[config.mk]
export PLATFORM = sky130hd
export DESIGN_NAME = ble_command_packet_deframer_flat
export DESIGN_NICKNAME = d
export VERILOG_FILES = /design/src/rtl/bcpd_pkg.sv /design/src/rtl/bcpd_channels.sv /design/src/rtl/ble_command_packet_deframer.sv /design/src/rtl/bcpd_ram.sv /design/src/flat_wrapper.sv
export SDC_FILE = /design/constraint.sdc
export NUM_CORES = 1
export LEC_CHECK = 0
export BUFFER_PORTS_ARGS = -buffer_cell sky130_fd_sc_hd__buf_2
export CELL_PAD_IN_SITES_DETAIL_PLACEMENT = 1
export CELL_PAD_IN_SITES_GLOBAL_PLACEMENT = 1
export CORE_MARGIN = 2
export CORE_UTILIZATION = 39
export CTS_CLUSTER_DIAMETER = 100
export CTS_CLUSTER_SIZE = 24
export DETAILED_ROUTE_END_ITERATION = 6
export GPL_ROUTABILITY_DRIVEN = 0
export PLACE_DENSITY_LB_ADDON = 0.1
export SLEW_MARGIN = 20
export SYNTH_ARGS = -nofsm -noshare
export SYNTH_HDL_FRONTEND = slang
export SYNTH_SLANG_ARGS = --single-unit
[constraint.sdc]
create_clock -name clock -period 4.55 [get_ports clock]
set_input_delay 0.91 -clock clock [delete_from_list [all_inputs] [get_ports clock]]
set_output_delay 0.91 -clock clock [all_outputs]
set_load 0.01 [all_outputs]
[src/rtl/bcpd_pkg.sv]
// bcpd_pkg: shared types and constants of the command packet deframer
// no dependencies; used by the channel interfaces and the top level
`default_nettype none

package bcpd_pkg;

   // header layout and sync marker
   localparam logic [7:0] SYNC_BYTE    = 8'h80;
   localparam int         CNT_W        = 12;
   localparam int         LEN_W        = 11;
   localparam int         OUT_LEN_W    = 6;

   // byte counter positions inside a frame
   localparam logic [CNT_W-1:0] POS_TYPE    = 12'd0;
   localparam logic [CNT_W-1:0] POS_LOW     = 12'd1;
   localparam logic [CNT_W-1:0] POS_CLASS   = 12'd2;
   localparam logic [CNT_W-1:0] POS_CMD     = 12'd3;
   localparam logic [CNT_W-1:0] POS_PAYLOAD = 12'd4;

   typedef struct packed {
      logic [7:0] rx_byte;
      logic       resync;
   } req_type;

   typedef struct packed {
      logic [7:0]           type_high_len;
      logic [7:0]           msg_class;
      logic [7:0]           msg_command;
      logic [OUT_LEN_W-1:0] payload_length;
      logic [OUT_LEN_W-1:0] byte_index;
      logic [7:0]           payload_byte;
      logic                 last;
   } rsp_type;

endpackage

`default_nettype wire

[src/rtl/bcpd_channels.sv]
// bcpd_req_if / bcpd_rsp_if: valid/ready channels of the deframer
// depends on bcpd_pkg for the payload types
`default_nettype none

interface bcpd_req_if;
   logic              valid;
   logic              ready;
   bcpd_pkg::req_type payload;

   modport source (output valid, output payload, input ready);
   modport sink   (input valid, input payload, output ready);
endinterface

interface bcpd_rsp_if;
   logic              valid;
   logic              ready;
   bcpd_pkg::rsp_type payload;

   modport source (output valid, output payload, input ready);
   modport sink   (input valid, input payload, output ready);
endinterface

`default_nettype wire

[src/rtl/ble_command_packet_deframer.sv]
// ble_command_packet_deframer: frame splitter for a radio module byte link
// depends on bcpd_pkg, bcpd_channels (bcpd_req_if, bcpd_rsp_if) and bcpd_ram
//
// Usage: each request on req_chan carries one received byte and a resync
// flag. After reset, or on a request with resync set, bytes are dropped
// until 0x80 arrives, which opens a frame: four header bytes, then the
// payload whose 11-bit length comes from the header. Payloads of up to
// PAYLOAD_MAX bytes are written into a payload ram as they arrive; longer
// frames are counted through and dropped. A zero-length frame gives one
// result on rsp_chan in the cycle after its last header byte.
// Throughput: while idle and with the output register free, one request is
// taken every cycle. After the last payload byte the frame is read back
// from the ram one result at a time (read issue, then load into the output
// register), and req_chan is held off until the last result is loaded; the
// registered read of the payload ram is why each result needs both steps.
// The first result passes the issue state, load state and output register.
// When the receiver stalls, the output register holds its result and the
// readout pauses. Reset restores sync hunting and clears the header state
// at once; the payload ram needs no clearing pass.
`default_nettype none

module ble_command_packet_deframer #(
   parameter int PAYLOAD_MAX = 60
) (
   input wire logic   clock,
   input wire logic   reset,
   bcpd_req_if.sink   req_chan,
   bcpd_rsp_if.source rsp_chan
);
   import bcpd_pkg::*;

   localparam int AW = (PAYLOAD_MAX > 1) ? $clog2(PAYLOAD_MAX) : 1;

   localparam logic [1:0] ST_IDLE  = 2'd0;
   localparam logic [1:0] ST_ISSUE = 2'd1;
   localparam logic [1:0] ST_LOAD  = 2'd2;

   logic [1:0]       state_ff, state_in;
   logic             sync_wait_ff, sync_wait_in;
   logic [CNT_W-1:0] cnt_ff, cnt_in;
   logic [7:0]       hdr_type_ff, hdr_type_in;
   logic [7:0]       hdr_low_ff, hdr_low_in;
   logic [7:0]       hdr_class_ff, hdr_class_in;
   logic [7:0]       hdr_cmd_ff, hdr_cmd_in;
   logic [LEN_W-1:0] flen_ff, flen_in;
   logic [AW-1:0]    rd_idx_ff, rd_idx_in;
   logic             out_valid_ff, out_valid_in;
   rsp_type          out_ff, out_in;

   logic             req_fire;
   logic             out_free;
   logic             hunting;
   logic [CNT_W-1:0] cnt_eff;
   logic [CNT_W-1:0] cnt_off;
   logic [LEN_W-1:0] hdr_len;
   logic             fits;
   logic             frame_end;
   logic             last_c;
   logic             wr_en;
   logic             rd_en;
   logic [7:0]       rd_data;
   logic [7:0]       rx_b;

   assign rx_b      = req_chan.payload.rx_byte;
   assign out_free  = !out_valid_ff || rsp_chan.ready;
   assign req_chan.ready = (state_ff == ST_IDLE) && out_free;
   assign req_fire  = req_chan.valid && req_chan.ready;

   // sync hunt and effective byte position for this request
   assign hunting   = sync_wait_ff || req_chan.payload.resync;
   assign cnt_eff   = hunting ? POS_TYPE : cnt_ff;
   assign cnt_off   = cnt_eff - POS_PAYLOAD;
   assign hdr_len   = {hdr_type_ff[2:0], hdr_low_ff};
   assign fits      = flen_ff <= LEN_W'(PAYLOAD_MAX);
   assign frame_end = cnt_eff == (CNT_W'(flen_ff) + CNT_W'(3));
   assign last_c    = {{(LEN_W-AW){1'b0}}, rd_idx_ff} == (flen_ff - LEN_W'(1));

   // request parsing and readout sequencer
   always_comb begin
      state_in     = state_ff;
      sync_wait_in = sync_wait_ff;
      cnt_in       = cnt_ff;
      hdr_type_in  = hdr_type_ff;
      hdr_low_in   = hdr_low_ff;
      hdr_class_in = hdr_class_ff;
      hdr_cmd_in   = hdr_cmd_ff;
      flen_in      = flen_ff;
      rd_idx_in    = rd_idx_ff;
      out_valid_in = out_valid_ff && !rsp_chan.ready;
      out_in       = out_ff;
      wr_en        = 1'b0;
      rd_en        = 1'b0;

      unique case (state_ff)
         ST_IDLE: begin
            if (req_fire) begin
               if (hunting && (rx_b != SYNC_BYTE)) begin
                  sync_wait_in = 1'b1;
                  cnt_in       = req_chan.payload.resync ? POS_TYPE : cnt_ff;
               end else begin
                  sync_wait_in = 1'b0;
                  unique case (cnt_eff)
                     POS_TYPE: begin
                        hdr_type_in = rx_b;
                        cnt_in      = POS_LOW;
                     end
                     POS_LOW: begin
                        hdr_low_in = rx_b;
                        cnt_in     = POS_CLASS;
                     end
                     POS_CLASS: begin
                        hdr_class_in = rx_b;
                        cnt_in       = POS_CMD;
                     end
                     POS_CMD: begin
                        hdr_cmd_in = rx_b;
                        flen_in    = hdr_len;
                        if (hdr_len == '0) begin
                           cnt_in       = POS_TYPE;
                           out_valid_in = 1'b1;
                           out_in.type_high_len  = hdr_type_ff;
                           out_in.msg_class      = hdr_class_ff;
                           out_in.msg_command    = rx_b;
                           out_in.payload_length = '0;
                           out_in.byte_index     = '0;
                           out_in.payload_byte   = '0;
                           out_in.last           = 1'b1;
                        end else begin
                           cnt_in = POS_PAYLOAD;
                        end
                     end
                     default: begin
                        wr_en = fits;
                        if (frame_end) begin
                           cnt_in    = POS_TYPE;
                           rd_idx_in = '0;
                           if (fits) begin
                              state_in = ST_ISSUE;
                           end
                        end else begin
                           cnt_in = cnt_eff + CNT_W'(1);
                        end
                     end
                  endcase
               end
            end
         end
         ST_ISSUE: begin
            if (out_free) begin
               rd_en    = 1'b1;
               state_in = ST_LOAD;
            end
         end
         ST_LOAD: begin
            out_valid_in          = 1'b1;
            out_in.type_high_len  = hdr_type_ff;
            out_in.msg_class      = hdr_class_ff;
            out_in.msg_command    = hdr_cmd_ff;
            out_in.payload_length = flen_ff[OUT_LEN_W-1:0];
            out_in.byte_index     = OUT_LEN_W'(rd_idx_ff);
            out_in.payload_byte   = rd_data;
            out_in.last           = last_c;
            if (last_c) begin
               state_in = ST_IDLE;
            end else begin
               rd_idx_in = AW'(rd_idx_ff + 1'b1);
               state_in  = ST_ISSUE;
            end
         end
         default: begin
            state_in = ST_IDLE;
         end
      endcase
   end

   // control registers
   always_ff @(posedge clock) begin
      if (reset) begin
         state_ff     <= ST_IDLE;
         sync_wait_ff <= 1'b1;
         cnt_ff       <= '0;
         hdr_type_ff  <= '0;
         hdr_low_ff   <= '0;
         hdr_class_ff <= '0;
         hdr_cmd_ff   <= '0;
         flen_ff      <= '0;
         rd_idx_ff    <= '0;
         out_valid_ff <= 1'b0;
      end else begin
         state_ff     <= state_in;
         sync_wait_ff <= sync_wait_in;
         cnt_ff       <= cnt_in;
         hdr_type_ff  <= hdr_type_in;
         hdr_low_ff   <= hdr_low_in;
         hdr_class_ff <= hdr_class_in;
         hdr_cmd_ff   <= hdr_cmd_in;
         flen_ff      <= flen_in;
         rd_idx_ff    <= rd_idx_in;
         out_valid_ff <= out_valid_in;
      end
   end

   // output payload register
   always_ff @(posedge clock) begin
      out_ff <= out_in;
   end

   // payload store
   bcpd_ram #(
      .WIDTH (8),
      .DEPTH (PAYLOAD_MAX)
   ) u_payload_ram (
      .clock   (clock),
      .wr_en   (wr_en),
      .wr_addr (cnt_off[AW-1:0]),
      .wr_data (rx_b),
      .rd_en   (rd_en),
      .rd_addr (rd_idx_ff),
      .rd_data (rd_data)
   );

   assign rsp_chan.valid   = out_valid_ff;
   assign rsp_chan.payload = out_ff;

`ifndef SYNTHESIS
   // no ram write while a frame is being read back
   a_no_write_in_readout: assert property (@(posedge clock) disable iff (reset)
      wr_en |-> (state_ff == ST_IDLE))
      else $error("payload ram written during readout");

   // a load always finds the output register empty
   a_load_slot_free: assert property (@(posedge clock) disable iff (reset)
      (state_ff == ST_LOAD) |-> !out_valid_ff)
      else $error("output register busy at load");

   // a read issue is followed by its load
   a_issue_then_load: assert property (@(posedge clock) disable iff (reset)
      rd_en |=> (state_ff == ST_LOAD))
      else $error("read issue not followed by load");

   // the final result of a frame returns the sequencer to idle
   a_last_ends_readout: assert property (@(posedge clock) disable iff (reset)
      ((state_ff == ST_LOAD) && last_c) |=> (state_ff == ST_IDLE) && rsp_chan.payload.last)
      else $error("readout did not end on last result");
`endif

endmodule

`default_nettype wire

[src/rtl/bcpd_ram.sv]
// bcpd_ram: generic single-write, single-read ram with registered read data
// no dependencies
`default_nettype none

module bcpd_ram #(
   parameter  int WIDTH  = 8,
   parameter  int DEPTH  = 60,
   localparam int ADDR_W = (DEPTH > 1) ? $clog2(DEPTH) : 1
) (
   input  wire logic              clock,
   input  wire logic              wr_en,
   input  wire logic [ADDR_W-1:0] wr_addr,
   input  wire logic [WIDTH-1:0]  wr_data,
   input  wire logic              rd_en,
   input  wire logic [ADDR_W-1:0] rd_addr,
   output      logic [WIDTH-1:0]  rd_data
);

   logic [WIDTH-1:0] mem_ff [DEPTH];
   logic [WIDTH-1:0] rd_data_ff;

   // write port
   always_ff @(posedge clock) begin
      if (wr_en) begin
         mem_ff[wr_addr] <= wr_data;
      end
   end

   // registered read port
   always_ff @(posedge clock) begin
      if (rd_en) begin
         rd_data_ff <= mem_ff[rd_addr];
      end
   end

   assign rd_data = rd_data_ff;

endmodule

`default_nettype wire
[src/flat_wrapper.sv]
// flat-port wrapper written by rule: the top's interface ports become plain ports
module ble_command_packet_deframer_flat import bcpd_pkg::*;
#(
   parameter int PAYLOAD_MAX = 60
)
  (clock, reset, req_chan_valid, req_chan_payload, req_chan_ready, rsp_chan_valid, rsp_chan_payload, rsp_chan_ready);
  bcpd_req_if req_chan_i ();
  bcpd_rsp_if rsp_chan_i ();
  input wire logic clock;
  input wire logic reset;
  input wire logic [$bits(req_chan_i.valid)-1:0] req_chan_valid;
  input wire logic [$bits(req_chan_i.payload)-1:0] req_chan_payload;
  output wire logic [$bits(req_chan_i.ready)-1:0] req_chan_ready;
  output wire logic [$bits(rsp_chan_i.valid)-1:0] rsp_chan_valid;
  output wire logic [$bits(rsp_chan_i.payload)-1:0] rsp_chan_payload;
  input wire logic [$bits(rsp_chan_i.ready)-1:0] rsp_chan_ready;
  assign req_chan_i.valid = req_chan_valid;
  assign req_chan_i.payload = req_chan_payload;
  assign req_chan_ready = req_chan_i.ready;
  assign rsp_chan_valid = rsp_chan_i.valid;
  assign rsp_chan_payload = rsp_chan_i.payload;
  assign rsp_chan_i.ready = rsp_chan_ready;
  ble_command_packet_deframer #(.PAYLOAD_MAX(PAYLOAD_MAX)) u_core (.clock(clock), .reset(reset), .req_chan(req_chan_i), .rsp_chan(rsp_chan_i));
endmodule
==> flow_summary.json <==
{
  "layout_common_cells": "edfxtp_1, mux4_2, nor2_1, buf_4, dfxtp_1",
  "vias": 12500,
  "first_pass_iters": 5,
  "required_ns": 5.03,
  "fin_tns_setup_ns": 0,
  "final_common_cell": "edfxtp_1",
  "synth-async-reset-ratio": 0,
  "h-tree-depth": 1,
  "multi_input_area_um2": 6510,
  "grt_max_degree": 66,
  "nFillCells": 5828,
  "report.final.slew_viol_count": 0,
  "vias_per_cell": 5.50,
  "rsz0062_at_grt": "false",
  "antenna_left": 0,
  "hold_slack_ns": 0.444,
  "clkSlewWorstSetupHoldPaths_ns": 0.10,
  "fmax_mhz": 265,
  "pwr_density_cell_nw_per_um2": 337,
  "worst-path-max-fanout": 11,
  "synthToLayoutAreaGrowth_pct": 10.3,
  "drt-wirelength-per-cell_um": 28.2,
  "grt_pass1_vias": 13100,
  "cts_buffers": 29,
  "start_util": 0.393,
  "nets": 1433,
  "critPathLaunchType": "register",
  "die_w_um": 253,
  "syn-instance-count": 1317,
  "critical_path.max_stage_delay_ns": 0.63,
  "synth_edf_count": 533,
  "ir_worst_vdd_mv": 0.284,
  "crit_type": "register to register",
  "grt_pass1_wl_um": 94200,
  "hold_violations": 0,
  "insertion_delay_ns": 0.62,
  "setup_viol": 0,
  "cts_tree": "built",
  "dp_hpwl_um": 41000,
  "root_buffer": "clkbuf_16",
  "io_pins": 60,
  "cts_buffer_depth": 3,
  "drt-initial-drc-count": 1037,
  "path_buf_inv": 1,
  "numPortBuffers": 59,
  "die-area_um2": 64100,
  "postSynthAreaPerCell_um2": 18.4,
  "cts_resized": 0,
  "grt_use_total": 0.203,
  "crit_slowest_cell": "dfxtp_1",
  "cap_violations": 0,
  "rows": 91,
  "die_h_um": 253,
  "ys_seq_area_frac": 0.715,
  "route.detailed.drc": 0,
  "postCtsHoldBufs": 0,
  "worst_slew_pin_slew_ns": 0.937,
  "fin_crit_sh": 0.830,
  "crit_path_end_kind": "register",
  "utilization": 0.434,
  "relSlewSlack": 0.376,
  "path_cells": "inv_1 -> ha_1 -> nand3b_2 -> xor2_1 -> or4_1 -> a311oi_2 -> nand4_1 -> a41oi_1 -> o31ai_1",
  "p_leak_nw": 7.89,
  "yosysWarnings": 0,
  "core_area_um2": 61600,
  "clock_skew_ns": 0.0373,
  "synth_flop_cell": "edfxtp_1",
  "hold_path_class": "register to register",
  "path_delay_family": "simple AND/OR/NAND/NOR gates",
  "r2r_setup_slack_ns": 0.77,
  "clock_sinks": 598,
  "min_period_ns": 3.78,
  "post-cts-setup-buffers": 0,
  "seq_area_um2": 17300,
  "crit_arrival_ns": 4.26,
  "antenna_found_initial": 7,
  "syn_nets": 1335,
  "syn-cell-area_um2": 24200,
  "gr-total-overflow": 0,
  "synth_cell_type_count": 73,
  "ys_ff_latch": 598,
  "routed_wl_um": 63800,
  "run_status": "finished clean",
  "drive_gt1_frac": 0.258
}
## power by group
group	switching (mW)	leakage [nW]	internal [mW]
registers	0.000265	5.24	5.95
logic	0.116	2.26	0.0178
clock network	1.72	0.392	1.21
## final cells by class
class                   count  share of cell area
repair buffers            139              0.0364
well taps                 837              0.0392
flip-flops and latches    598               0.648
clock inverters             3             0.00126
inverters                  14             0.00197
diodes                      2            0.000187
multi-input cells         633               0.244
clock buffers              40              0.0291
## cells by family after synthesis
kind of cell	count (synthesis)	synth area share
buffers and inverters	86	0.0170
and+or+nand+nor	320	0.0676
muxes	210	0.166
DFF	598	0.715
xor gates and xnor gates	20	0.00842
AOI/OAI and AO/OA	78	0.0237
adders and majority gates	5	0.00258
## cell usage after synthesis, types with 4 or more instances
cell        n  area (um2)
edfxtp_1  533       16000
mux4_2    152        3420
nor2_1    129         484
dfxtp_1    65        1300
nand2_1    52         195
mux2i_1    48         480
clkbuf_1   38         143
and2_1     26         163
buf_2      20         100
nand3_1    18        90.1
o21ai_1    18        90.1
nor3_1     15        75.1
inv_1      13        48.8
nand4_1    12        75.1
a21oi_1    10        50.1
xnor2_1    10        87.6
mux2_2      9         101
nand2b_1    9        56.3
xor2_1      8        70.1
a31oi_1     7        43.8
nor2b_1     7        43.8
o211ai_1    7        52.6
buf_6       6        67.6
nor3b_1     6        45.0
or3_1       6        37.5
buf_4       5        37.5
ha_1        5        62.6
or4_1       5        37.5
nand3b_1    4        30.0
nor2_4      4        45.0
nor4_1      4        25.0
o311ai_1    4        35.0
or2_2       4        25.0
## layer usage
layer  share of wire  routed length, um  global-route usage  vias up
li1                -                  -                   -     5423
met1            0.47              29700               0.301     6728
met2            0.48              30600               0.330      245
met3           0.037               2390              0.0201       55
met4           0.017               1080              0.0369        4
met5         0.00042                 27                   0        -
## metrics by stage
step,instances,cell area (um2),worst slack (ns),total power [mW]
after floorplan,1317,24200,0.151,6.10
after global routing,2266,26700,0.533,9.28
after CTS,2264,26700,0.778,9.14
after global placement,2221,25900,0.290,6.22
final,2266,26700,0.774,9.01
after detailed placement,2221,25900,0.188,6.22
## path summary, 6_finish.rpt
check | from | end | cells after the start
hold reg to reg | u_core.hdr_type_ff[4] | u_core.rsp_chan.payload[41] | 0
setup reg to reg | u_core.flen_ff[0] | u_core.cnt_ff[6] | 9
setup / recovery | u_core.flen_ff[0] | u_core.cnt_ff[6] | 9
hold / removal | u_core.hdr_type_ff[4] | u_core.rsp_chan.payload[41] | 0
## flip-flops by register name, indices dropped and copies added (netlist names), 6 cells and up
name,flops
u_core.cnt_ff,12
u_core.flen_ff,11
u_core.hdr_class_ff,8
u_core.hdr_cmd_ff,8
u_core.hdr_low_ff,8
u_core.hdr_type_ff,8
u_core.rd_idx_ff,6
u_core.rsp_chan.payload,45
u_core.u_payload_ram.mem_ff,480
u_core.u_payload_ram.rd_data,8
Note: power is estimated with default switching activity, not from simulation.
